<file path="config.mk">
export PLATFORM = sky130hd
export DESIGN_NAME = at_response_line_engine_top
export DESIGN_NICKNAME = d
export VERILOG_FILES = /design/src/arle_pkg.sv /design/src/arle_line_scan.sv /design/src/at_response_line_engine_top.sv
export SDC_FILE = /design/constraint.sdc
export NUM_CORES = 1
export LEC_CHECK = 0
export BUFFER_PORTS_ARGS = -buffer_cell sky130_fd_sc_hd__buf_2
export CORE_UTILIZATION = 46
export CTS_CLUSTER_DIAMETER = 60
export DETAILED_ROUTE_END_ITERATION = 12
export GPL_TIMING_DRIVEN = 0
export PLACE_DENSITY = 0.63
export SYNTH_ARGS = -nofsm -noshare
export SYNTH_HDL_FRONTEND = slang
export SYNTH_SLANG_ARGS = --single-unit
</file>
<file path="constraint.sdc">
create_clock -name clk -period 4.15 [get_ports clk]
set_input_delay 0.83 -clock clk [delete_from_list [all_inputs] [get_ports clk]]
set_output_delay 0.83 -clock clk [all_outputs]
set_load 0.1 [all_outputs]
</file>
<file path="src/arle_pkg.sv">
// ----------------------------------------------------------------------------
// arle_pkg
// shared types, codes and pattern matching helpers for the response line engine
// ----------------------------------------------------------------------------
package arle_pkg;

    // item mode codes
    localparam logic [1:0] MODE_BYTE  = 2'd0;
    localparam logic [1:0] MODE_START = 2'd1;
    localparam logic [1:0] MODE_TICK  = 2'd2;

    // command result codes
    localparam logic [1:0] RES_NONE    = 2'd0;
    localparam logic [1:0] RES_OK      = 2'd1;
    localparam logic [1:0] RES_ERROR   = 2'd2;
    localparam logic [1:0] RES_TIMEOUT = 2'd3;

    // +IPD, prefix tracking codes
    localparam logic [2:0] PREFIX_MATCHED = 3'd5;
    localparam logic [2:0] PREFIX_FAILED  = 3'd6;

    // length field phases
    localparam logic [1:0] PHASE_SKIP_ID = 2'd0;
    localparam logic [1:0] PHASE_DIGITS  = 2'd1;
    localparam logic [1:0] PHASE_DONE    = 2'd2;

    // characters
    localparam logic [7:0] CHR_NUL     = 8'h00;
    localparam logic [7:0] CHR_NEWLINE = 8'h0A;
    localparam logic [7:0] CHR_COMMA   = 8'h2C;
    localparam logic [7:0] CHR_ZERO    = 8'h30;
    localparam logic [7:0] CHR_NINE    = 8'h39;

    localparam logic [15:0] LENGTH_SAT = 16'hFFFF;

    // patterns, index 0 first, padded with zero
    typedef logic [0:7][7:0] pat_t;

    localparam pat_t PAT_CONNECT = {"C", "O", "N", "N", "E", "C", "T", 8'h00};
    localparam pat_t PAT_CLOSED  = {"C", "L", "O", "S", "E", "D", 8'h00, 8'h00};
    localparam pat_t PAT_OK      = {"O", "K", 8'h00, 8'h00, 8'h00, 8'h00, 8'h00, 8'h00};
    localparam pat_t PAT_ERROR   = {"E", "R", "R", "O", "R", 8'h00, 8'h00, 8'h00};
    localparam pat_t PAT_IPD     = {"+", "I", "P", "D", ",", 8'h00, 8'h00, 8'h00};

    localparam logic [3:0] LEN_CONNECT = 4'd7;
    localparam logic [3:0] LEN_CLOSED  = 4'd6;
    localparam logic [3:0] LEN_OK      = 4'd2;
    localparam logic [3:0] LEN_ERROR   = 4'd5;

    typedef struct packed {
        logic [1:0]  mode;
        logic [7:0]  rx_byte;
        logic [15:0] timeout_ticks;
    } in_item_t;

    typedef struct packed {
        logic        line_end;
        logic [1:0]  cmd_result;
        logic        busy_res;
        logic        start_accepted;
        logic        client_connected;
        logic        ipd_line;
        logic [15:0] ipd_length;
    } out_item_t;

    // what the line scanner knows about the line so far
    typedef struct packed {
        logic        connect_seen;
        logic        closed_seen;
        logic        ok_seen;
        logic        error_seen;
        logic        ipd_matched;
        logic [15:0] ipd_length;
    } line_status_t;

    // longest prefix of pat that is a suffix of pat[0..prog-1] followed by c
    function automatic logic [3:0] match_next(pat_t pat, logic [2:0] prog, logic [7:0] c);
        logic [3:0] res;
        logic       same;
        res = 4'd0;
        for (int k = 1; k <= 8; k++)
        begin
            if (k <= int'(prog) + 1)
            begin
                same = (pat[k-1] == c);
                for (int i = 0; i < 7; i++)
                begin
                    if (i < k - 1)
                    begin
                        if (pat[i] != pat[int'(prog) + 1 - k + i])
                            same = 1'b0;
                    end
                end
                if (same)
                    res = 4'(k);
            end
        end
        return res;
    endfunction

endpackage

</file>
<file path="src/arle_line_scan.sv">
// ----------------------------------------------------------------------------
// arle_line_scan
// per-line incremental matchers, +IPD prefix tracker and length field parser
// ----------------------------------------------------------------------------
module arle_line_scan
    import arle_pkg::*;
#(
    parameter int LINE_MAX = 128
)
(
    input  logic         clk,
    input  logic         rst_n,
    input  logic         byte_take,
    input  logic [7:0]   rx_byte,
    input  logic         line_clear,
    output line_status_t status
);

    localparam logic [7:0] COUNT_LIMIT = 8'(LINE_MAX - 1);

    logic [7:0]  line_count_reg, line_count_next;
    logic        text_ended_reg, text_ended_next;
    logic [2:0]  conn_prog_reg, conn_prog_next;
    logic [2:0]  clsd_prog_reg, clsd_prog_next;
    logic [1:0]  ok_prog_reg, ok_prog_next;
    logic [2:0]  err_prog_reg, err_prog_next;
    logic [3:0]  found_reg, found_next;
    logic [2:0]  prefix_reg, prefix_next;
    logic [1:0]  phase_reg, phase_next;
    logic [15:0] length_reg, length_next;

    logic [3:0]  n_conn, n_clsd, n_ok, n_err;
    logic [19:0] len_ext, len_prod;
    logic        take;

    assign take     = byte_take && (line_count_reg < COUNT_LIMIT);
    assign n_conn   = match_next(PAT_CONNECT, conn_prog_reg, rx_byte);
    assign n_clsd   = match_next(PAT_CLOSED, clsd_prog_reg, rx_byte);
    assign n_ok     = match_next(PAT_OK, {1'b0, ok_prog_reg}, rx_byte);
    assign n_err    = match_next(PAT_ERROR, err_prog_reg, rx_byte);
    assign len_ext  = {4'd0, length_reg};
    assign len_prod = (len_ext << 3) + (len_ext << 1) + {16'd0, 4'(rx_byte - CHR_ZERO)};

    always_comb
    begin
        line_count_next = line_count_reg;
        text_ended_next = text_ended_reg;
        conn_prog_next  = conn_prog_reg;
        clsd_prog_next  = clsd_prog_reg;
        ok_prog_next    = ok_prog_reg;
        err_prog_next   = err_prog_reg;
        found_next      = found_reg;
        prefix_next     = prefix_reg;
        phase_next      = phase_reg;
        length_next     = length_reg;

        if (take)
        begin
            line_count_next = line_count_reg + 8'd1;
            if (!text_ended_reg)
            begin
                if (rx_byte == CHR_NUL)
                begin
                    text_ended_next = 1'b1;
                end
                else
                begin
                    if (n_conn >= LEN_CONNECT)
                    begin
                        found_next[0]  = 1'b1;
                        conn_prog_next = 3'd0;
                    end
                    else
                        conn_prog_next = n_conn[2:0];

                    if (n_clsd >= LEN_CLOSED)
                    begin
                        found_next[1]  = 1'b1;
                        clsd_prog_next = 3'd0;
                    end
                    else
                        clsd_prog_next = n_clsd[2:0];

                    if (n_ok >= LEN_OK)
                    begin
                        found_next[2] = 1'b1;
                        ok_prog_next  = 2'd0;
                    end
                    else
                        ok_prog_next = n_ok[1:0];

                    if (n_err >= LEN_ERROR)
                    begin
                        found_next[3] = 1'b1;
                        err_prog_next = 3'd0;
                    end
                    else
                        err_prog_next = n_err[2:0];

                    if (prefix_reg == PREFIX_MATCHED)
                    begin
                        if (phase_reg == PHASE_SKIP_ID)
                        begin
                            if (rx_byte == CHR_COMMA)
                                phase_next = PHASE_DIGITS;
                        end
                        else if (phase_reg == PHASE_DIGITS)
                        begin
                            if (rx_byte inside {[CHR_ZERO:CHR_NINE]})
                            begin
                                if (len_prod > {4'd0, LENGTH_SAT})
                                    length_next = LENGTH_SAT;
                                else
                                    length_next = len_prod[15:0];
                            end
                            else
                                phase_next = PHASE_DONE;
                        end
                    end
                    else if (prefix_reg < PREFIX_MATCHED)
                    begin
                        if (rx_byte == PAT_IPD[prefix_reg])
                            prefix_next = prefix_reg + 3'd1;
                        else
                            prefix_next = PREFIX_FAILED;
                    end
                end
            end
        end

        // newline or accepted start drops the line
        if (line_clear)
        begin
            line_count_next = 8'd0;
            text_ended_next = 1'b0;
            conn_prog_next  = 3'd0;
            clsd_prog_next  = 3'd0;
            ok_prog_next    = 2'd0;
            err_prog_next   = 3'd0;
            found_next      = 4'd0;
            prefix_next     = 3'd0;
            phase_next      = PHASE_SKIP_ID;
            length_next     = 16'd0;
        end
    end

    always_ff @(posedge clk or negedge rst_n)
    begin
        if (!rst_n)
        begin
            line_count_reg <= 8'd0;
            text_ended_reg <= 1'b0;
            conn_prog_reg  <= 3'd0;
            clsd_prog_reg  <= 3'd0;
            ok_prog_reg    <= 2'd0;
            err_prog_reg   <= 3'd0;
            found_reg      <= 4'd0;
            prefix_reg     <= 3'd0;
            phase_reg      <= PHASE_SKIP_ID;
            length_reg     <= 16'd0;
        end
        else
        begin
            line_count_reg <= line_count_next;
            text_ended_reg <= text_ended_next;
            conn_prog_reg  <= conn_prog_next;
            clsd_prog_reg  <= clsd_prog_next;
            ok_prog_reg    <= ok_prog_next;
            err_prog_reg   <= err_prog_next;
            found_reg      <= found_next;
            prefix_reg     <= prefix_next;
            phase_reg      <= phase_next;
            length_reg     <= length_next;
        end
    end

    // a newline can neither complete a pattern nor add a digit, so the
    // state before it is what judges the line
    assign status.connect_seen = found_reg[0];
    assign status.closed_seen  = found_reg[1];
    assign status.ok_seen      = found_reg[2];
    assign status.error_seen   = found_reg[3];
    assign status.ipd_matched  = (prefix_reg == PREFIX_MATCHED);
    assign status.ipd_length   = length_reg;

endmodule

</file>
<file path="src/at_response_line_engine_top.sv">
// ----------------------------------------------------------------------------
// at_response_line_engine_top
// modem response line engine: line matching, command wait and timeout
// ----------------------------------------------------------------------------
// usage
//   item channel (item_valid / item_stall / item): one transfer per modem
//   byte, command start or 1 ms tick, selected by item.mode
//   result channel (result_valid / result_stall / result): exactly one
//   transfer per accepted item, in order
//   the result is registered into the result queue at the item transfer;
//   throughput is one item per cycle unless item_stall is high, set by the
//   single pass of the byte matchers and the command logic before the queue
//   the result side is a two-entry queue, so an item is still taken while
//   one finished result waits; item_stall rises only when both entries are
//   full, and it comes from registers only
//   while the receiver stalls, the head result holds steady
//   reset clears the queue, the wait state, the timer, the client flag and
//   all per-line matching state
//   lines are judged on newline; only the first LINE_MAX-1 bytes of a line
//   are matched
// ----------------------------------------------------------------------------
module at_response_line_engine_top
    import arle_pkg::*;
#(
    parameter int LINE_MAX = 128
)
(
    input  logic      clk,
    input  logic      rst_n,
    input  logic      item_valid,
    output logic      item_stall,
    input  in_item_t  item,
    output logic      result_valid,
    input  logic      result_stall,
    output out_item_t result
);

    // command state
    logic        waiting_reg, waiting_next;
    logic [15:0] ticks_reg, ticks_next;
    logic        connected_reg, connected_next;

    // result queue
    out_item_t   head_reg, tail_reg;
    logic [1:0]  count_reg, count_next;

    line_status_t line_st;
    out_item_t    res_new;
    logic         accept;
    logic         pop;
    logic         newline;
    logic         start_ok;

    assign accept   = item_valid && !item_stall;
    assign pop      = result_valid && !result_stall;
    assign newline  = (item.mode == MODE_BYTE) && (item.rx_byte == CHR_NEWLINE);
    assign start_ok = (item.mode == MODE_START) && !waiting_reg;

    arle_line_scan #(
        .LINE_MAX (LINE_MAX)
    ) u_scan (
        .clk        (clk),
        .rst_n      (rst_n),
        .byte_take  (accept && (item.mode == MODE_BYTE)),
        .rx_byte    (item.rx_byte),
        .line_clear (accept && (newline || start_ok)),
        .status     (line_st)
    );

    // command wait, timer and line judgment
    always_comb
    begin
        waiting_next   = waiting_reg;
        ticks_next     = ticks_reg;
        connected_next = connected_reg;
        res_new        = '0;

        case (item.mode)
            MODE_BYTE:
            begin
                if (newline)
                begin
                    res_new.line_end = 1'b1;
                    if (line_st.connect_seen)
                        connected_next = 1'b1;
                    else if (line_st.closed_seen)
                        connected_next = 1'b0;

                    if (line_st.ipd_matched)
                    begin
                        res_new.ipd_line   = 1'b1;
                        res_new.ipd_length = line_st.ipd_length;
                    end
                    else if (waiting_reg)
                    begin
                        // ok has priority over error
                        if (line_st.ok_seen)
                        begin
                            res_new.cmd_result = RES_OK;
                            waiting_next       = 1'b0;
                        end
                        else if (line_st.error_seen)
                        begin
                            res_new.cmd_result = RES_ERROR;
                            waiting_next       = 1'b0;
                        end
                    end
                end
            end
            MODE_START:
            begin
                if (start_ok)
                begin
                    waiting_next           = 1'b1;
                    ticks_next             = item.timeout_ticks;
                    res_new.start_accepted = 1'b1;
                end
            end
            MODE_TICK:
            begin
                if (waiting_reg)
                begin
                    if (ticks_reg <= 16'd1)
                    begin
                        ticks_next         = 16'd0;
                        waiting_next       = 1'b0;
                        res_new.cmd_result = RES_TIMEOUT;
                    end
                    else
                        ticks_next = ticks_reg - 16'd1;
                end
            end
            default:
            begin
                // unused mode: result shows only state
            end
        endcase

        res_new.busy_res         = waiting_next;
        res_new.client_connected = connected_next;
    end

    always_ff @(posedge clk or negedge rst_n)
    begin
        if (!rst_n)
        begin
            waiting_reg   <= 1'b0;
            ticks_reg     <= 16'd0;
            connected_reg <= 1'b0;
        end
        else if (accept)
        begin
            waiting_reg   <= waiting_next;
            ticks_reg     <= ticks_next;
            connected_reg <= connected_next;
        end
    end

    // two-entry result queue
    assign item_stall   = (count_reg == 2'd2);
    assign result_valid = (count_reg != 2'd0);
    assign result       = head_reg;

    always_comb
    begin
        count_next = count_reg;
        if (accept && !pop)
            count_next = count_reg + 2'd1;
        else if (pop && !accept)
            count_next = count_reg - 2'd1;
    end

    always_ff @(posedge clk or negedge rst_n)
    begin
        if (!rst_n)
            count_reg <= 2'd0;
        else
            count_reg <= count_next;
    end

    // payload, no reset
    always_ff @(posedge clk)
    begin
        if (count_reg == 2'd0)
        begin
            if (accept)
                head_reg <= res_new;
        end
        else if (pop)
        begin
            if (count_reg == 2'd2)
                head_reg <= tail_reg;
            else if (accept)
                head_reg <= res_new;
        end

        if (accept && !pop && (count_reg == 2'd1))
            tail_reg <= res_new;
    end

endmodule

</file>
==> key figures, run 1 <==
Global route
  • First-pass GRT wire length: 32.3 mm
  • Number of antenna violations at the first check in global routing: 0
  • Largest net degree at the start of global routing: 66
  • Vias in the first global route: 6380
  • GRT Resource Usage Total: 0.220
  • Grt total ovfl: 0

Clock tree
  • CTS sink cnt: ~110
  • Setup Buffers After CTS: 0
  • Clock transition at the registers of the reported paths: 0.08 ns
  • Num CTS Buffers: 9
  • CTS Buffer Depth: 2
  • Clk root buf: clkbuf_16
  • H-tree depth: 3
  • Hold buffer count at cts: 0
  • Clk_lat worst skew: 0.35 ns
  • CTS tree: yes

Pwr
  • Net Sw Frac: 0.486
  • PwrDens: 521 nW/um^2
  • Lkg Pwr: 3.93 nW
  • Clock network power share: 0.181
  • Cell-internal power: around 0.0024 W
  • Psw: between 0.002 and 0.0025 W
  • Fraction of power consumed by sequential logic: 0.362
  • Gate power share: 0.457
  • Worst ir drop on vdd: approximately 0.67 mV

Synthesis
  • Number of enable flip-flop cells after synthesis: 46
  • Synthesized area per cell: 9.21 sq um
  • Most numerous cell in the Yosys netlist: ha_1
  • Ys Warns: 0
  • Synth cell types: 80
  • Post-Syn Area: 8130 sq um
  • Leading post-synthesis cells by cell area: dfrtp_1 20%, edfxtp_1 17%, ha_1 16%
  • Primary FF master, synth: dfrtp_1
  • Area share of the largest cell type after synthesis: 0.200
  • Post-synth ARST share: 0.586
  • Gate count of the mapped netlist: ~900
  • Dominant cell type by area after synthesis: dfrtp_1
  • Seq/Total Area, Yosys: 0.370
  • Synth top cells by count: 102 x ha_1, 97 x nor2_1, 68 x a21oi_1
  • Synth Net Count: 1016
  • #FFs+latches synth: 111

Floorplanning
  • Initial Util: 0.470
  • CORE AREA: roughly 17000 sq um
  • # rows: 48
  • Die ar.: 18200 sq um
  • Die Y-Extent: 135 um
  • Io pins: 55
  • Die width: 135 um

Cells and area
  • Antenna cells: 0
  • Area delta synth->final: 10.3%
  • Final non-filler cell total: 1175
  • Number of fill cells in the layout: between 1500 and 2000
  • Nets: around 1100
  • Fin area: ~9000 sq um
  • Ratio of cells with drive above 1 in the final layout: 0.112

Min path
  • Min-Delay Path Class: flip-flop to flip-flop
  • Worst hold path cell count: 1

Worst setup path
  • CP Launch Type: flip-flop
  • CP max FO: 12
  • CP Capture Type: flip-flop
  • Crit path required time: 4.39 ns
  • WP data arrival: 4.03 ns
  • Worst R2R Path Depth: 12
  • Setup Crit Path Kind: flip-flop to flip-flop

STA
  • Fin crit period: 3.79 ns
  • Endpoints failing setup: 0
  • RSZ-0062 raised after global routing: false
  • Worst Tran Pin Value: approximately 1.1 ns
  • Hold Vio Cnt, Final: 0
  • Fin Setup TNS: 0 ns
  • Clock skew: between 0.015 and 0.02 ns
  • Relative slew margins: 0.297
  • Final Max Tran Viols: 0
  • Final Cycle Share: 0.913
  • F_max: ~0.26 GHz

Route
  • DRC: 0
  • Final wirelength: 19.3 mm
  • Via density: a little under 6
  • DRT Pass-1 Iters: 5
  • Drt wl/cell: roughly 16 um
  • Vias: 6775
  • DRT iter0 DRCs: 522
  • Post-route ant nets: 0

Run
  • Max Cap Viol: 0

Placed design
  • Routability cong.: 0.875
  • Placed Cells incl. Taps: about 1200
  • Post-DP HPWL: 14.3 mm
  • Post-Place Cell Area: 8670 sq um
  • Port bufs: 52

Status
  • Status: completed
==> stage by stage <==
stage	worst slack (ns)	total power [W]	util	hold slack [ns]
6_report	0.359	0.00467	0.518	0.490
4_1_cts	0.0991	0.00468	0.518	0.492
3_5_place_dp	0.117	0.00385	0.501	0.471
5_1_grt	0.115	0.00493	0.518	0.504
2_1_floorplan	0.788	0.00343	-	0.443
3_3_place_gp	0.130	0.00382	0.501	0.475
==> final timing paths <==
check	from	endpoint	slack, ns
setup reg to reg	u_scan.conn_prog_reg[0]$_DFFE_PN0P_	u_scan.conn_prog_reg[0]$_DFFE_PN0P_	0.36
hold / removal	connected_reg$_DFFE_PN0P_	connected_reg$_DFFE_PN0P_	0.49
min in group asynchronous	rst_n	ticks_reg[8]$_DFFE_PN0P_	0.57
setup / recovery	u_scan.conn_prog_reg[0]$_DFFE_PN0P_	u_scan.conn_prog_reg[0]$_DFFE_PN0P_	0.36
hold reg to reg	connected_reg$_DFFE_PN0P_	connected_reg$_DFFE_PN0P_	0.49
max in group asynchronous	rst_n	connected_reg$_DFFE_PN0P_	3.02
==> kinds of logic after synthesis <==
logic type,count (synthesis),share of synthesized area
simple gates,334,0.219
xor+xnor,17,0.0183
mux,2,0.00246
fa+ha+maj,104,0.162
flops,111,0.370
compound gates,225,0.183
buf+inv,89,0.0456
==> cells in the final DEF, fill, tap and decap left out, drive strengths merged, types with 5 or more instances in the layout <==
cell,instances
a2111oi,6
a21o,8
a21oi,68
a22o,5
a22oi,5
a31oi,6
and2,5
and3,23
and4,5
buf,64
clkbuf,33
dfrtp,65
edfxtp,46
ha,102
inv,57
nand2,51
nand2b,9
nand3,23
nand4,12
nor2,98
nor2b,6
nor3,33
nor4,27
nor4b,10
o2111ai,5
o211ai,6
o21a,7
o21ai,51
o22ai,20
o2bb2ai,6
or2,7
or3,6
xnor2,8
xor2,9
==> worst max-delay path, stage by stage, from the launching register on <==
cell and delay [ns]:
dfrtp_1 0.53, ha_2 0.33, ha_2 0.44, inv_1 0.18, ha_1 0.41, inv_1 0.10, ha_1 0.30, nor4bb_1 0.28
nand4b_1 0.17, nor4b_2 0.40, o21bai_1 0.24, or3_1 0.20, o21ai_0 0.10
==> layer usage <==
layer / global-route usage / vias to the layer above / wire length (um)
met5: 0 / - / 0
met4: 0.0506 / 0 / 149
met3: 0.0225 / 9 / 628
met2: 0.353 / 116 / 8890
met1: 0.318 / 3256 / 9660
li1: - / 3394 / -
==> cell type report <==
class / count / area (sq um) / area share
tap: 225 / 282 / 0.0314
inverter: 54 / 203 / 0.0226
multi-input combinational: 682 / 4760 / 0.531
timing repair buffer: 52 / 263 / 0.0293
sequential: 111 / 3010 / 0.336
buffer: 35 / 168 / 0.0187
clock buffer: 10 / 229 / 0.0255
clock inverter: 6 / 52.6 / 0.00586
==> power groups by stage <==
stage,Combinational [W],Clock (W),Sequential [W]
after floorplan,0.000925,0,0.00251
after global placement,0.00211,0,0.00171
after detailed placement,0.00214,0,0.00171
after CTS,0.00214,0.000854,0.00169
after global routing,0.00230,0.000897,0.00173
final,0.00214,0.000844,0.00169
==> what timing repair did <==
action / CTS / global route
gates resized for setup: 0 / 3
hold endpoints to repair: 0 / 0
setup endpoints to repair: 0 / 4
No activity file was read; power rests on OpenSTA's default activity.
==> run 2: changes to the inputs <==
--- a/config.mk
+++ b/config.mk
@@ -10,7 +10,7 @@
 export CTS_CLUSTER_DIAMETER = 60
 export DETAILED_ROUTE_END_ITERATION = 12
 export GPL_TIMING_DRIVEN = 0
-export PLACE_DENSITY = 0.63
+export PLACE_DENSITY_LB_ADDON = 0.1
 export SYNTH_ARGS = -nofsm -noshare
 export SYNTH_HDL_FRONTEND = slang
 export SYNTH_SLANG_ARGS = --single-unit
==> run 2 against run 1 <==
Non-clock buffer count stayed put; clock power fell by 2.5%; design area about the same; routed wire length is 3.6% higher; die area unchanged; clock skew is 0.0043 ns lower; critical path type unchanged; critical endpoint unchanged; largest power group unchanged; highest routed layer unchanged.
==> key figures, run 2 (synthesis gave the netlist of run 1 again) <==
Clock tree
  • Num CTS Buffers: 9 (unchanged)
  • CTS tree: yes
  • Setup Buffers After CTS: 0 (unchanged)
  • Clk_lat worst skew: 0.36 ns (about the same)
  • H-tree depth: 3 (unchanged)
  • CTS Buffer Depth: 2 (unchanged)
  • Hold buffer count at cts: 0 (unchanged)
  • CTS sink cnt: 111 (unchanged)
  • Clock transition at the registers of the reported paths: 0.08 ns (about the same)
  • Clk root buf: clkbuf_16
  • Post-cts resize count: 1 (+1)

Worst setup path
  • Worst path max stage delay: 0.50 ns (-0.03 ns)
  • Crit path required time: 4.39 ns (about the same)
  • Worst R2R Path Depth: 12 (unchanged)
  • CP max stage cell: dfrtp_2
  • CP Launch Type: flip-flop
  • CP max FO: 12 (unchanged)
  • Crit Reg-Reg Endpoint: u_scan.conn_prog_reg[0]$_DFFE_PN0P_
  • R2r startpoint: u_scan.conn_prog_reg[0]$_DFFE_PN0P_
  • CP Cell Sequence: ha_2 > ha_2 > inv_1 > ha_1 > inv_1 > ha_1 > nor4bb_1 > nand4b_1 > nor4b_2 > o21bai_1 > or3_1 > o21ai_0
  • Reg2reg setup slack: 0.35 ns (about the same)
  • CP Capture Type: flip-flop
  • WP data arrival: 4.04 ns (about the same)
  • Setup Crit Path Kind: flip-flop to flip-flop

Global route
  • Grt total ovfl: 0 (unchanged)
  • GRT Resource Usage Total: 0.228 (+0.00862)
  • First-pass GRT wire length: 33.1 mm (+2.4%)
  • Vias in the first global route: 6476 (+1.5%)
  • Number of antenna violations at the first check in global routing: 0 (unchanged)
  • Largest net degree at the start of global routing: 66 (unchanged)

Floorplanning
  • Die width: 135 um (unchanged)
  • Die Y-Extent: 135 um (unchanged)
  • # rows: 48 (unchanged)
  • Die ar.: 18200 sq um (unchanged)
  • CORE AREA: 17300 sq um (unchanged)
  • Io pins: 55 (unchanged)
  • Initial Util: 0.470 (unchanged)

Pwr
  • Lkg Pwr: 3.92 nW (-0.20%)
  • Worst ir drop on vdd: 0.684 mV (+2.7%)
  • PwrDens: 521 nW/um^2 (about the same)

Placed design
  • Post-DP HPWL: 14.7 mm (+2.7%)
  • Port bufs: 52 (unchanged)
  • Routability cong.: 0.887 (+1.3%)

Cells and area
  • Commonest non-fill, non-tap cell in the layout: ha_1
  • Most frequent cells in the layout: 100 x ha_1, 97 x nor2_1, 68 x a21oi_1
  • Antenna cells: 0 (unchanged)
  • Final core utilization: 0.518 (about the same)
  • Nets: 1079 (unchanged)
  • Ratio of cells with drive above 1 in the final layout: 0.113 (+0.00105)
  • Area delta synth->final: 10.2% (about the same)

STA
  • Endpoints failing setup: 0 (unchanged)
  • F_max: 0.263 GHz (-0.25%)
  • Fin crit period: 3.80 ns (+0.00946 ns)
  • Relative slew margins: 0.268 (-0.0290)
  • Hold Vio Cnt, Final: 0 (unchanged)
  • RSZ-0062 raised after global routing: false
  • Final Cycle Share: 0.916 (+0.00228)
  • Worst Tran Pin Value: 1.10 ns (+0.0435 ns)
  • Clock skew: 0.0108 ns (-0.00427 ns)
  • Fin Setup TNS: 0 ns (unchanged)
  • Final Max Tran Viols: 0 (unchanged)

Route
  • Via density: 5.78 (+0.30%)
  • Vias: 6795 (+0.30%)
  • DRC: 0 (unchanged)
  • DRT Pass-1 Iters: 5 (unchanged)
  • Drt wl/cell: 17.0 um (+3.6%)
  • DRT iter0 DRCs: 534 (+2.3%)
  • Final wirelength: 20.0 mm (+3.6%)
  • Post-route ant nets: 0 (unchanged)

Min path
  • Min-Delay Path Class: flip-flop to flip-flop
  • Hold EP: ticks_reg[15]$_DFFE_PN0P_
  • Hold path start: ticks_reg[15]$_DFFE_PN0P_
  • Worst hold path cell count: 1 (unchanged)

Run
  • Max Cap Viol: 0 (unchanged)

Status
  • Status: completed
==> run 2: cell count changes in the layout (fill, tap and decap cells not counted) <==
cell,before,now
inv_8,1,0
clkinvlp_4,2,1
dfrtp_2,0,1
clkinvlp_2,0,2
dfrtp_1,65,64
==> run 2: report_power, final <==
part           total (W)  internal, W  switching, W
logic            0.00215     0.000498       0.00165
clock network   0.000823     0.000411      0.000412
registers        0.00169      0.00148      0.000213
==> run 2: worst max-delay path, delay by kind of cell (launching register included) <==
| kind | cells | cell delay [ns] |
|---|---|---|
| adder cells (fa/ha/maj) | 4 | 1.47 |
| AND/OR/NAND/NOR | 4 | 1.05 |
| flip-flops | 1 | 0.50 |
| AO/OA/AOI/OAI | 2 | 0.37 |
| buffers and inverters | 2 | 0.30 |
==> run 2: stage by stage <==
stage	hold WS [ns]	total power, W	instance area, sq um	setup WS, ns	instances
after floorplan	0.443	0.00343	8130	0.788	882
after global placement	0.480	0.00384	8670	0.0125	1159
after detailed placement	0.485	0.00386	8670	0.0147	1159
after CTS	0.508	0.00469	8950	0.129	1175
after global routing	0.524	0.00493	8950	0.0513	1175
final	0.504	0.00466	8950	0.350	1175
==> run 2: area by class of cell <==
cell class	instances	area [sq um]
tap	225	282
buffer	35	168
sequential	111	3010
multi-input combinational	682	4760
fill	1644	8340
clock buffer	10	229
inverter	54	203
clock inverter	6	43.8
timing repair buffer	52	263
==> run 2: layer usage <==
layer | wire length (um) | part of all wire | track usage
met1 | 10100 | 0.51 | 0.332
met2 | 9020 | 0.45 | 0.355
met3 | 601 | 0.030 | 0.0293
met4 | 270 | 0.013 | 0.0630
met5 | 0 | 0 | 0
==> run 2: how the worst max path moves through the flow <==
| stage | end | slack, ns | depth (start not counted) | startpoint |
|---|---|---|---|---|
| final | u_scan.conn_prog_reg[0]$_DFFE_PN0P_ | 0.35 | 12 | u_scan.conn_prog_reg[0]$_DFFE_PN0P_ |
| after global routing | u_scan.conn_prog_reg[0]$_DFFE_PN0P_ | 0.05 | 12 | u_scan.conn_prog_reg[0]$_DFFE_PN0P_ |
| after CTS | u_scan.conn_prog_reg[0]$_DFFE_PN0P_ | 0.13 | 12 | u_scan.conn_prog_reg[0]$_DFFE_PN0P_ |
| after detailed placement | u_scan.conn_prog_reg[0]$_DFFE_PN0P_ | 0.01 | 12 | u_scan.conn_prog_reg[0]$_DFFE_PN0P_ |
| after global placement | u_scan.conn_prog_reg[0]$_DFFE_PN0P_ | 0.01 | 12 | u_scan.conn_prog_reg[0]$_DFFE_PN0P_ |
| after floorplan | u_scan.conn_prog_reg[2]$_DFFE_PN0P_ | 0.79 | 12 | u_scan.conn_prog_reg[0]$_DFFE_PN0P_ |
